$ cat config.mk
export PLATFORM = sky130hd
export DESIGN_NAME = lcfs_front
export DESIGN_NICKNAME = d
export VERILOG_FILES = /design/src/hdl/lcfs_pkg.sv /design/src/hdl/lcfs_front.sv
export SDC_FILE = /design/constraint.sdc
export NUM_CORES = 1
export LEC_CHECK = 0
export ABC_CLOCK_PERIOD_IN_PS = 4000
export BUFFER_PORTS_ARGS = -buffer_cell sky130_fd_sc_hd__buf_2
export CAP_MARGIN = 20
export CORE_ASPECT_RATIO = 1.25
export CORE_MARGIN = 5
export CORE_UTILIZATION = 30
export CTS_CLUSTER_DIAMETER = 150
export DETAILED_ROUTE_END_ITERATION = 12
export GPL_TIMING_DRIVEN = 1
export REMOVE_ABC_BUFFERS = 1
export SETUP_SLACK_MARGIN = 0.5
export SYNTH_ARGS = -nofsm -noshare
export SYNTH_HDL_FRONTEND = slang
export SYNTH_SLANG_ARGS = --single-unit
$ cat constraint.sdc
create_clock -name clk -period 4 [get_ports clk]
set_clock_uncertainty 0.1 [all_clocks]
set_input_delay 0.2 -clock clk [delete_from_list [all_inputs] [get_ports clk]]
set_output_delay 0.2 -clock clk [all_outputs]
set_load 0.005 [all_outputs]
$ cat src/hdl/lcfs_pkg.sv
// ----------------------------------------------------------------------------
// lcfs_pkg
// Shared types, sizes and codes of the LED column frame serializer.
// ----------------------------------------------------------------------------
`default_nettype none

package lcfs_pkg;

  // Grid size. The address, column and step widths below are derived from these two.
  localparam int COLUMNS         = 64;
  localparam int LEDS_PER_COLUMN = 32;

  localparam int PIXELS = COLUMNS * LEDS_PER_COLUMN;
  localparam int ADDR_W = (PIXELS > 1) ? $clog2(PIXELS) : 1;
  localparam int COL_W  = (COLUMNS > 1) ? $clog2(COLUMNS) : 1;
  // The frame step runs from the start word through the end word.
  localparam int STEP_W = $clog2(LEDS_PER_COLUMN + 2);

  localparam int CMDQ_DEPTH = 2;
  localparam int OUTQ_DEPTH = 4;

  // Opcodes of an input beat.
  localparam logic [1:0] OP_WRITE  = 2'd0;
  localparam logic [1:0] OP_COMMIT = 2'd1;
  localparam logic [1:0] OP_SHOW   = 2'd2;

  // Frame constants.
  localparam logic [7:0]  LED_HEADER = 8'hE0;
  localparam logic [7:0]  END_BYTE   = 8'hFF;
  localparam logic [31:0] START_WORD = 32'h0000_0000;
  localparam logic [2:0]  WORD_BYTES = 3'd4;
  localparam logic [2:0]  END_BYTES  = 3'd1;

  typedef enum logic [1:0] {
    CMD_WRITE  = 2'd0,
    CMD_COMMIT = 2'd1,
    CMD_SHOW   = 2'd2
  } cmd_kind_t;

  typedef enum logic [1:0] {
    WK_START = 2'd0,
    WK_LED   = 2'd1,
    WK_END   = 2'd2
  } word_kind_t;

  typedef struct packed {
    logic [4:0] brightness;
    logic [7:0] blue;
    logic [7:0] green;
    logic [7:0] red;
  } pixel_t;

  typedef struct packed {
    logic [1:0] opcode;
    logic [5:0] column;
    logic [4:0] led_index;
    logic [7:0] red;
    logic [7:0] green;
    logic [7:0] blue;
    logic [4:0] brightness;
  } in_beat_t;

  typedef struct packed {
    logic [31:0] frame_word;
    logic [2:0]  byte_count;
    logic        last;
  } out_beat_t;

  typedef struct packed {
    cmd_kind_t         kind;
    logic [ADDR_W-1:0] addr;
    pixel_t            pixel;
  } cmd_t;

endpackage

`default_nettype wire

$ cat src/hdl/lcfs_front.sv
// ----------------------------------------------------------------------------
// lcfs_front
// Accepts input beats, decodes them into commands and drops the no-ops.
// ----------------------------------------------------------------------------
`default_nettype none

module lcfs_front (
  input  logic              clk,
  input  logic              rst_n,
  input  logic              in_valid,
  output logic              in_ready,
  input  lcfs_pkg::in_beat_t in_data,
  output logic              cmd_valid,
  input  logic              cmd_ready,
  output lcfs_pkg::cmd_t    cmd_data
);
  import lcfs_pkg::*;

  cmd_t cls;
  logic keep;
  logic accept;
  logic f_valid_r, f_valid_nxt;
  cmd_t f_cmd_r;

  // Decode. A write outside the grid and the unused opcode are dropped here.
  always_comb begin
    cls.addr = ADDR_W'(int'(in_data.column) * LEDS_PER_COLUMN + int'(in_data.led_index));
    cls.pixel.brightness = in_data.brightness;
    cls.pixel.blue       = in_data.blue;
    cls.pixel.green      = in_data.green;
    cls.pixel.red        = in_data.red;
    case (in_data.opcode)
      OP_WRITE: begin
        cls.kind = CMD_WRITE;
        keep = (int'(in_data.column) < COLUMNS) && (int'(in_data.led_index) < LEDS_PER_COLUMN);
      end
      OP_COMMIT: begin
        cls.kind = CMD_COMMIT;
        keep     = 1'b1;
      end
      OP_SHOW: begin
        cls.kind = CMD_SHOW;
        keep     = 1'b1;
      end
      default: begin
        cls.kind = CMD_WRITE;
        keep     = 1'b0;
      end
    endcase
  end

  assign in_ready    = !f_valid_r || cmd_ready;
  assign accept      = in_valid && in_ready;
  assign f_valid_nxt = accept ? keep : (f_valid_r && !cmd_ready);

  always_ff @(posedge clk) begin
    if (!rst_n) begin
      f_valid_r <= 1'b0;
    end else begin
      f_valid_r <= f_valid_nxt;
    end
    if (accept && keep) begin
      f_cmd_r <= cls;
    end
  end

  assign cmd_valid = f_valid_r;
  assign cmd_data  = f_cmd_r;

endmodule

`default_nettype wire

# After elaboration in Yosys (flattened, before gate mapping)
# Cells that the tools add are included.
# W data, S select, Z words.
# totals
register_bits	43
out_inout_bits	44
elab_cells	21
# classes
n_addsub	1
n_eq_ne	2
n_mux	3
n_reduce_logical	8
# ops
cell	n
$add A11 B5 Y11	1
$pmux W2 S2	1
$logic_and A1 B1 Y1	3
$reduce_or A3 Y1	1
$eq A2 B1 Y1 const B	1
$eq A2 B2 Y1 const B	1
$logic_not A1 Y1	2
$logic_not A2 Y1	1
$mux W1	2
$logic_or A1 B1 Y1	1

# Longest topological paths before layout
# logic_depth
word_depth	4
mapped_depth	2
ltp_nobuf	2

# Worst setup path after synthesis
# No wires, ideal clock.
# synth_timing
path_kind	reg-to-reg
start	register f_valid_r, in the netlist cmd_valid
end	register f_cmd_r, in the netlist cmd_data[0], enable pin
arrival_time_ns	2.330
required_time_ns	3.454
slack_ns	1.124
path_stages_with_launch	3
path_buffers	0
synth_period_minus_slack_ns	2.876
cell_sequence	dfxtp_1 -> nand2b_1 -> nor2b_1
# synth_between
elab_chain_cells	4
# synth_rtl
element	line_no	text
start: declaration	lcfs_front.sv:22	logic f_valid_r, f_valid_nxt;
start signal: assignment	lcfs_front.sv:60	f_valid_r <= f_valid_nxt;
$logic_not A1 Y1	lcfs_front.sv:52	assign in_ready = !f_valid_r || cmd_ready;
$logic_or A1 B1 Y1	lcfs_front.sv:52	
via in_ready	lcfs_front.sv:11	output logic in_ready,
$logic_and A1 B1 Y1	lcfs_front.sv:53	assign accept = in_valid && in_ready;
$logic_and A1 B1 Y1	lcfs_front.sv:62	if (accept && keep) begin
end signal: assignment	lcfs_front.sv:63	f_cmd_r <= cls;
end: declaration	lcfs_front.sv:23	cmd_t f_cmd_r;
# The timed path passes the listed nets, and every way through them passes these cells.
# A chain may end at the register's enable or synchronous reset.

# Worst setup path in the final report
# layout_timing
start	register f_valid_r, in the netlist cmd_valid
end	register f_cmd_r, in the netlist cmd_data[5], enable pin
# layout_between
elab_chain_cells	4
# layout_rtl
element	line_no
$logic_not A1 Y1	lcfs_front.sv:52
$logic_or A1 B1 Y1	lcfs_front.sv:52
$logic_and A1 B1 Y1	lcfs_front.sv:53
$logic_and A1 B1 Y1	lcfs_front.sv:62
# No other way between the ends.

==> summary.txt <==
Setup path
  • Worst reg2reg startpoint: cmd_valid$_SDFF_PN0_
  • Max FO, Critical Path: 38
  • Arrival time of the worst setup path: ~1200 ps
  • Crit path max-delay family: simple AND/OR/NAND/NOR gates
  • Critical Path Source Type: flop
  • CP Capture Type: flop
  • CP max stage delay: 320 ps
  • CP Data Required Time: 3880 ps
  • WS Path Type: reg -> reg
  • CP cell instances: nand2b_1 > nor2b_4 > buf_12
  • Setup crit start: cmd_valid$_SDFF_PN0_
  • Worst path slowest cell: dfxtp_1
  • WP buf/inv: 1

Layout
  • Diodes inserted: 0
  • Final std cells w/o fill: 245
  • Proportion of layout cells with a drive suffix above 1: 52.9%
  • Seq. cell area: about 1300 sq um
  • Filler instances: 344
  • Final #Nets: 232
  • Multi-input gate area: 50.0 sq um
  • Area growth syn-to-layout: 78.9%

Synthesis
  • Synthesized instance count: 49
  • Share of the synthesized area in the top cell type: 95.3%
  • Distinct cells, synth: 6
  • Syn Area/Cell: 27.0 sq um
  • Post-Synthesis Cell Area: 1320 sq um
  • Cell taking the most area after synthesis: edfxtp_1
  • Synth top area cells: edfxtp_1 (95%), dfxtp_1 (1.5%), nor2b_1 (1.4%)
  • Seq/Total Area, Yosys: 96.8%
  • FF+latch count, synth: 43
  • Yosys warning count: 0

STA
  • Normalized max-slew margin: slightly below 90%
  • Max frequency: 734 MHz
  • Setup TNS: 0 ps
  • Setup ws final: around 2600 ps
  • Hold Violations, Final: 0
  • Final cycle utilization of the critical path: 34.0%
  • Final setup fails: 0
  • Post-layout minimum cycle time: around 1400 ps
  • Max Transition Viols Final: 0
  • Worst hold slack: 46.9 ps
  • Worst slew pin tran: 200 ps
  • RSZ-0062 raised after global routing: false

Detailed routing
  • Vias: 971
  • First-iteration detailed-routing DRC count: 29
  • Detailed Routing Iterations Pass 1: 3
  • DRT Wirelength: 3280 microns
  • # DRC: 0
  • Routed wire per std cell: 13.4 microns
  • Routed vias/inst: 3.96
  • ANT nets after route: 0

Clock tree
  • Post-CTS setup buffers: 0
  • Total CTS buffers: 5
  • Clock Latency Late Sink: 290 ps
  • Root buffer cell: clkbuf_8
  • Htree depth: 2
  • CTS tree: built
  • Maximum clock path buffer count: 2
  • Worst-path clk slew: 90 ps
  • Clock sinks: 43

Placement
  • Post-place setup slack: 2030 ps
  • Port Buffers: 89
  • Placed Cells: ~200
  • Final GP Congestion: about 0.73

Run status
  • Outcome: completed

Floorplan
  • Ports: 90
  • Full die area: 5850 sq um
  • Initial Util: 30.4%
  • Die Wd: 69.4 microns
  • DIE HEIGHT: about 84 microns
  • Core area: 4360 sq um
  • Cell Rows: 27

Power and ir drop
  • Design Power: slightly above 0.9 mW
  • Pwr Density: 387 nW/um^2
  • LEAKAGE: 1.01 nW
  • Peak supply drop: 0.000260 V

Min path
  • Min-delay src: rst_n
  • Hold Crit Class: in -> reg

Job
  • Max_cap viols: 0

GRT
  • Largest net degree at the start of global routing: between 40 and 50
  • Aggregate global routing overflow: 0
  • Initial antenna violation count: 0
  • First-pass GRT wire length: 5320 microns
  • Vias in the first global route: 1125
  • GRT Overall Usage: a little under an eighth
placed cells by master, fill, tap and decap left out, drive strengths merged:
cell type / count
a21bo: 1
buf: 90
a21boi: 1
nand2b: 1
dlygate4sd3: 40
nor2b: 3
clkbuf: 6
clkinv: 1
edfxtp: 42
clkinvlp: 1
dfxtp: 1
layout make-up:
cell class              count  area share (%)
repair buffers            130            36.6
flip-flops and latches     43            54.1
multi-input cells           6            2.11
well taps                  58            3.06
clock inverters             2           0.687
clock buffers               6            3.49
where the power goes:
part	internal, mW	total [mW]	switching, mW
logic	0.0614	0.0991	0.0377
registers	0.525	0.532	0.00630
clock network	0.141	0.285	0.145
total	0.728	0.916	0.189
layer usage:
metal | GRT usage (%) | part of all wire [%]
met1 | 11.2 | 33
met2 | 19.9 | 50
met3 | 7.90 | 15
met4 | 4.80 | 1.6
met5 | 0 | 0
kinds of logic after synthesis:
logic type       Yosys count  share of synthesized area (%)
AO/OA/AOI/OAI              2                           1.32
flip-flops                43                           96.8
AND/OR/NAND/NOR            4                           1.89
what timing repair did:
action | CTS | global route
resized for setup | 0 | 0
hold buffers | 40 | 0
hold endpoints to repair | 40 | 0
endpoints found under the setup margin | 0 | 0
cells in the mapped netlist:
cell type,instances
nor2b_1,3
dfxtp_1,1
nand2b_1,1
edfxtp_1,42
a21boi_1,1
a21bo_1,1
path summary, 6_finish.rpt:
path | to | slack [ps] | cells after the start
worst max-delay path | cmd_data[5]$_DFFE_PP_ | 2640 | 3
worst min-delay path | cmd_valid$_SDFF_PN0_ | 50 | 2
worst max register to register | cmd_data[5]$_DFFE_PP_ | 2640 | 3
worst min register to register | cmd_valid$_SDFF_PN0_ | 450 | 2
stage by stage:
stage / util (%) / instance area (sq um)
after global placement: 42.4 / 1850
after CTS: 53.9 / 2350
final: 54.3 / 2370
after detailed placement: 42.4 / 1850
after floorplan: - / 1320
after global routing: 54.3 / 2370
state kept, by name, summed over array words and instances (netlist names):
register,cells
cmd_valid,1
cmd_data,42
Power figures use the tool's default switching activity.
