$ cat config.mk
export PLATFORM = sky130hd
export DESIGN_NAME = lcfs_cmdq
export DESIGN_NICKNAME = d
export VERILOG_FILES = /design/src/hdl/lcfs_pkg.sv /design/src/hdl/lcfs_cmdq.sv
export SDC_FILE = /design/constraint.sdc
export NUM_CORES = 1
export LEC_CHECK = 0
export ABC_AREA = 1
export ABC_CLOCK_PERIOD_IN_PS = 3300
export BUFFER_PORTS_ARGS = -buffer_cell sky130_fd_sc_hd__buf_2
export CAP_MARGIN = 25
export CORE_ASPECT_RATIO = 0.5
export CORE_MARGIN = 2
export CORE_UTILIZATION = 28
export CTS_CLUSTER_DIAMETER = 80
export CTS_CLUSTER_SIZE = 10
export DETAILED_ROUTE_END_ITERATION = 8
export PLACE_DENSITY = 0.56
export RECOVER_POWER = 100
export SLEW_MARGIN = 20
export SYNTH_ARGS = -nofsm -noshare
export SYNTH_HDL_FRONTEND = slang
export SYNTH_SLANG_ARGS = --single-unit
$ cat constraint.sdc
create_clock -name clk -period 3.3 [get_ports clk]
set_input_delay 0 -clock clk [delete_from_list [all_inputs] [get_ports clk]]
set_output_delay 0 -clock clk [all_outputs]
set_load 0.03 [all_outputs]
$ cat src/hdl/lcfs_pkg.sv
// ----------------------------------------------------------------------------
// lcfs_pkg
// Shared types, sizes and codes of the LED column frame serializer.
// ----------------------------------------------------------------------------
`default_nettype none

package lcfs_pkg;

  // Grid size. The address, column and step widths below are derived from these two.
  localparam int COLUMNS         = 64;
  localparam int LEDS_PER_COLUMN = 32;

  localparam int PIXELS = COLUMNS * LEDS_PER_COLUMN;
  localparam int ADDR_W = (PIXELS > 1) ? $clog2(PIXELS) : 1;
  localparam int COL_W  = (COLUMNS > 1) ? $clog2(COLUMNS) : 1;
  // The frame step runs from the start word through the end word.
  localparam int STEP_W = $clog2(LEDS_PER_COLUMN + 2);

  localparam int CMDQ_DEPTH = 2;
  localparam int OUTQ_DEPTH = 4;

  // Opcodes of an input beat.
  localparam logic [1:0] OP_WRITE  = 2'd0;
  localparam logic [1:0] OP_COMMIT = 2'd1;
  localparam logic [1:0] OP_SHOW   = 2'd2;

  // Frame constants.
  localparam logic [7:0]  LED_HEADER = 8'hE0;
  localparam logic [7:0]  END_BYTE   = 8'hFF;
  localparam logic [31:0] START_WORD = 32'h0000_0000;
  localparam logic [2:0]  WORD_BYTES = 3'd4;
  localparam logic [2:0]  END_BYTES  = 3'd1;

  typedef enum logic [1:0] {
    CMD_WRITE  = 2'd0,
    CMD_COMMIT = 2'd1,
    CMD_SHOW   = 2'd2
  } cmd_kind_t;

  typedef enum logic [1:0] {
    WK_START = 2'd0,
    WK_LED   = 2'd1,
    WK_END   = 2'd2
  } word_kind_t;

  typedef struct packed {
    logic [4:0] brightness;
    logic [7:0] blue;
    logic [7:0] green;
    logic [7:0] red;
  } pixel_t;

  typedef struct packed {
    logic [1:0] opcode;
    logic [5:0] column;
    logic [4:0] led_index;
    logic [7:0] red;
    logic [7:0] green;
    logic [7:0] blue;
    logic [4:0] brightness;
  } in_beat_t;

  typedef struct packed {
    logic [31:0] frame_word;
    logic [2:0]  byte_count;
    logic        last;
  } out_beat_t;

  typedef struct packed {
    cmd_kind_t         kind;
    logic [ADDR_W-1:0] addr;
    pixel_t            pixel;
  } cmd_t;

endpackage

`default_nettype wire

$ cat src/hdl/lcfs_cmdq.sv
// ----------------------------------------------------------------------------
// lcfs_cmdq
// Short command queue between the decoder and the frame engine.
// ----------------------------------------------------------------------------
`default_nettype none

module lcfs_cmdq (
  input  logic           clk,
  input  logic           rst_n,
  input  logic           push_valid,
  output logic           push_ready,
  input  lcfs_pkg::cmd_t push_data,
  output logic           pop_valid,
  input  logic           pop_ready,
  output lcfs_pkg::cmd_t pop_data
);
  import lcfs_pkg::*;

  localparam int PTR_W = (CMDQ_DEPTH > 1) ? $clog2(CMDQ_DEPTH) : 1;
  localparam int CNT_W = $clog2(CMDQ_DEPTH + 1);

  cmd_t             mem_r [CMDQ_DEPTH];
  logic [PTR_W-1:0] wp_r, wp_nxt, rp_r, rp_nxt;
  logic [CNT_W-1:0] cnt_r, cnt_nxt;
  logic             push, pop;

  assign push_ready = (cnt_r != CNT_W'(CMDQ_DEPTH));
  assign pop_valid  = (cnt_r != '0);
  assign pop_data   = mem_r[rp_r];
  assign push       = push_valid && push_ready;
  assign pop        = pop_valid && pop_ready;

  always_comb begin
    wp_nxt  = wp_r;
    rp_nxt  = rp_r;
    cnt_nxt = cnt_r;
    if (push) begin
      wp_nxt = (wp_r == PTR_W'(CMDQ_DEPTH - 1)) ? '0 : wp_r + 1'b1;
    end
    if (pop) begin
      rp_nxt = (rp_r == PTR_W'(CMDQ_DEPTH - 1)) ? '0 : rp_r + 1'b1;
    end
    if (push && !pop) begin
      cnt_nxt = cnt_r + 1'b1;
    end else if (pop && !push) begin
      cnt_nxt = cnt_r - 1'b1;
    end
  end

  always_ff @(posedge clk) begin
    if (!rst_n) begin
      wp_r  <= '0;
      rp_r  <= '0;
      cnt_r <= '0;
    end else begin
      wp_r  <= wp_nxt;
      rp_r  <= rp_nxt;
      cnt_r <= cnt_nxt;
    end
    if (push) begin
      mem_r[wp_r] <= push_data;
    end
  end

endmodule

`default_nettype wire

# Word level (Yosys, flattened, before mapping)
# Memories as Yosys holds them, arrays and structs flattened. A register that Yosys moved wholly into a read port is not among the register bits.
# Index checks and enable logic that the tools add are counted.
[op_classes]
addsub = 4
n_eq_ne = 1
mux = 8
reduce_logical = 8
[ops]
columns = ["operator", "n"]
rows = [
  ["2-to-1 mux 1 bit", 6],
  ["logical AND 1 bit", 4],
  ["2-to-1 mux 2 bit", 2],
  ["nonzero test 2 bit", 2],
  ["adder 1 bit (second input constant)", 2],
  ["adder 2 x 1 -> 2 bit (second input constant)", 1],
  ["logical NOT 1 bit", 2],
  ["!= test 2 bit (second input constant)", 1],
  ["subtractor 2 x 1 -> 2 bit (second input constant)", 1],
]
[totals]
regBits = 4
mem_bits_rw = 84
input_bits = 46
out_inout_bits = 44
word_cells = 25
n_memories = 1
[memory_table]
columns = ["name", "words", "width", "read_ports", "rd_clocked_by_memory_dff", "write_ports", "line_no", "text"]
rows = [
  ["mem_r", 2, 42, 1, 1, 1, "lcfs_cmdq.sv:22", "cmd_t mem_r [CMDQ_DEPTH];"],
]

# Depth between registers and ports, before layout
[depth]
ltp_word = 6
mapped_depth = 11
ltp_nobuf = 11

# Worst setup path before layout
# No wires, ideal clock.
[synth_timing]
path_kind = "flip-flop to flip-flop"
start = "register cnt_r[0]"
end = "memory mem_r[0][0] (netlist bit), enable pin"
setup_time_ps = 442
t_arrival_ps = 2582
required_time_ps = 2858
path_slack_ps = 277
stages_incl_launch_ff = 5
path_buffers = 0
period_less_slack_ps = 3023
path_cell_list = "dfxtp_1 -> inv_1 -> nand2_1 -> nand2_1 -> nor2_1"
[synth_via]
elab_chain_len = 4
[synth_lines]
columns = ["element", "line_no", "text"]
rows = [
  ["from (decl)", "lcfs_cmdq.sv:24", "logic [CNT_W-1:0] cnt_r, cnt_nxt;"],
  ["from (signal assigned)", "lcfs_cmdq.sv:58", "cnt_r <= cnt_nxt;"],
  ["!= test 2 bit", "lcfs_cmdq.sv:27", "assign push_ready = (cnt_r != CNT_W'(CMDQ_DEPTH));"],
  ["net push_ready", "lcfs_cmdq.sv:11", "output logic push_ready,"],
  ["logical AND 1 bit", "lcfs_cmdq.sv:30", "assign push = push_valid && push_ready;"],
  ["2-to-1 mux 1 bit", "lcfs_cmdq.sv:60", "if (push) begin"],
  ["2-to-1 mux 1 bit (not written as such)", "lcfs_cmdq.sv:61", "mem_r[wp_r] <= push_data;"],
  ["to (decl)", "lcfs_cmdq.sv:22", ""],
]
# The timed path passes the listed nets, and every way through them passes these cells.

# Final worst setup path
[layout_timing]
start = "register cnt_r[0]"
end = "memory mem_r[0][18] (netlist bit), enable pin"
[layout_via]
elab_chain_len = 4
[layout_lines]
columns = ["element", "line_no"]
rows = [
  ["!= test 2 bit", "lcfs_cmdq.sv:27"],
  ["logical AND 1 bit", "lcfs_cmdq.sv:30"],
  ["2-to-1 mux 1 bit", "lcfs_cmdq.sv:60"],
  ["2-to-1 mux 1 bit (not written as such)", "lcfs_cmdq.sv:61"],
]
# Every way passes these cells.

==> results_dict.tcl <==
set metrics [dict create \
    avgSynthCellArea_sq_um 20.70 \
    cp-end-kind "flip-flop" \
    grt_pass1_vias 2061 \
    drt.antenna.violating_nets 0 \
    vias 1868 \
    timing.hold.ws_ns 0.1067 \
    setup_ws_ns 0.8300 \
    fin_nets 356 \
    dr.pass1.iters 5 \
    power_leakage_nw 1.665 \
    ctsHoldBuffers 43 \
    ys_seq_area_share_pct 75.42 \
    synth_top_area_share_pct 72.54 \
    grt_max_degree 43 \
    max_slew.worst_pin.slew_ns 1.414 \
    critPathLaunchType "flip-flop" \
    antenna_cells 0 \
    avgRoutedWirePerCell_um 13.51 \
    drive_gt1_share_pct 24.84 \
    min_path_type "input pin to flip-flop" \
    clockRootBuffer "clkbuf_16" \
    antenna_found_initial 0 \
    r2r_slack_ns 0.83 \
    synthesis.nets 215 \
    ctsResizeCount 0 \
    setup.worst_path.class "flip-flop to flip-flop" \
    yosysWarnings 0 \
    slew_headroom_pct 5.646 \
    drc_errors 0 \
    syn-cell-area_sq_um 3477 \
    clock_sinks 89 \
    die_area_sq_um 13380 \
    setup_viol 0 \
    dp_slack_ns 1.198 \
    synth.largest_area_cell "edfxtp_1" \
    hold_violations 0 \
    busiest_layer "met2" \
    fin_crit_ns 2.470 \
    clk_latency_ns 0.33 \
    timing.final.crit_share_pct 74.85 \
    drt_iter0_drc 96 \
    cts_inserted_buffers 9 \
    via_per_inst 3.900 \
    cts_setup_buffers 0 \
    std_cell_rows 28 \
    h-tree-depth 3 \
    hpwl_mm 4.354 \
    cts_tree "built" \
    setup_tns_ns 0 \
    synth_cell_type_count 15 \
    clock-skew-final_ns 0.005205 \
    use_met2_pct 19.15 \
    portBuffers 89 \
    mostFrequentLayoutCells "edfxtp_1, clkbuf_1, buf_2" \
    max_cap_violations 0 \
    die_w_um 161.6 \
    synth_area_leaders "edfxtp_1, mux2_4, dfxtp_1" \
    fmax_ghz 0.4049 \
    n_fill_cell 1121 \
    utilization_pct 38.57 \
    gr-usage-met1_pct 10.62 \
    wl_mm 6.469 \
    die_h_um 82.80 \
    gp_congestion 0.6616 \
    start_util_pct 29.11 \
    p_per_area_nw_per_um2 739.4 \
    grtUsageMet3_pct 2.747 \
    status "completed" \
    ys_ff_latch 89 \
    ioPinCount 90 \
    slew_violations 0 \
    peakVddDrop_uv 318.5 \
    critPathArrivalTime_ns 2.49 \
    grt_util_all_layers_pct 10.07 \
    core_region_area_sq_um 11950 \
    area_growth_pct 32.53 \
    clk_pin_slew_worst_paths_ns 0.06 \
    synthCells 168 \
    grt-ovfl-total 0 \
    rsz0062_at_grt "false" \
    grt_pass1_wl_mm 10.29 \
    cts_buffer_depth 2 \
    cp_max_fo 28 \
    final_common_cell "edfxtp_1" \
    cp.required_ns 3.32 \
]
## routing by layer
layer	vias to the layer above	wire length (um)	part of all wire, %
li1	916	-	-
met1	912	2497	39
met2	32	3680	57
met3	8	199	3.1
met4	0	93	1.4
met5	-	0	0
## through the flow
stage | area [sq um] | power (mW) | instances
detailed placement | 4076 | 2.597 | 420
global placement | 4076 | 2.562 | 420
finish | 4608 | 3.407 | 479
global route | 4608 | 3.571 | 479
floorplan | 3477 | 2.368 | 168
CTS | 4788 | 3.580 | 479
## worst paths after layout
| kind | endpoint | from | cells after the start |
|---|---|---|---|
| max | mem_r[0][18] | cnt_r[0] | 5 |
| min | rp_r | pop_ready | 4 |
| max reg2reg | mem_r[0][18] | cnt_r[0] | 5 |
| min reg2reg | rp_r | rp_r | 2 |
## worst max-delay path, stage by stage, from the launching register on
cell and delay, ns:
dfxtp_1 0.35, inv_1 0.09, nand2_1 0.09, nand2_1 0.12
nor2_2 1.08, buf_4 0.42
## synth_stat cells
cell,n
edfxtp_1,84
mux2_4,40
nand2_1,9
inv_1,8
nor2_1,8
dfxtp_1,5
buf_12,4
mux2_2,2
o21ai_0,2
a21oi_1,1
buf_6,1
ha_1,1
nand3_1,1
nand4_1,1
o21a_1,1
## cells by family after synthesis
kind of cell / after synthesis / share of synthesized area, %
AND/OR/NAND/NOR: 19 / 2.159
adder cells (fa/ha/maj): 1 / 0.3598
multiplexers: 42 / 17.92
AO/OA/AOI/OAI: 4 / 0.6477
flip-flops: 89 / 75.42
buffers and inverters: 13 / 3.491
## flip-flops by register name, indices dropped and copies added, names as in the netlist, named ones only
name,cells
rp_r,1
mem_r,84
cnt_r,2
wp_r,1
## cell type report
type,count,area (sq um),area share (%)
Sequential cell,89,2624,56.94
Timing Repair Buffer,135,840.8,18.25
Multi-Input combinational cell,66,625.6,13.58
Clock buffer,10,229.0,4.969
Tap cell,165,206.4,4.480
Clock inverter,6,52.55,1.140
Inverter,8,30.03,0.6516
## report_power, final
group          leakage [nW]  internal, mW  switching [mW]
sequential            0.825          1.43          0.0410
combinational         0.709         0.325           0.664
clock                 0.131         0.520           0.425
(Power assumes the default switching activity.)
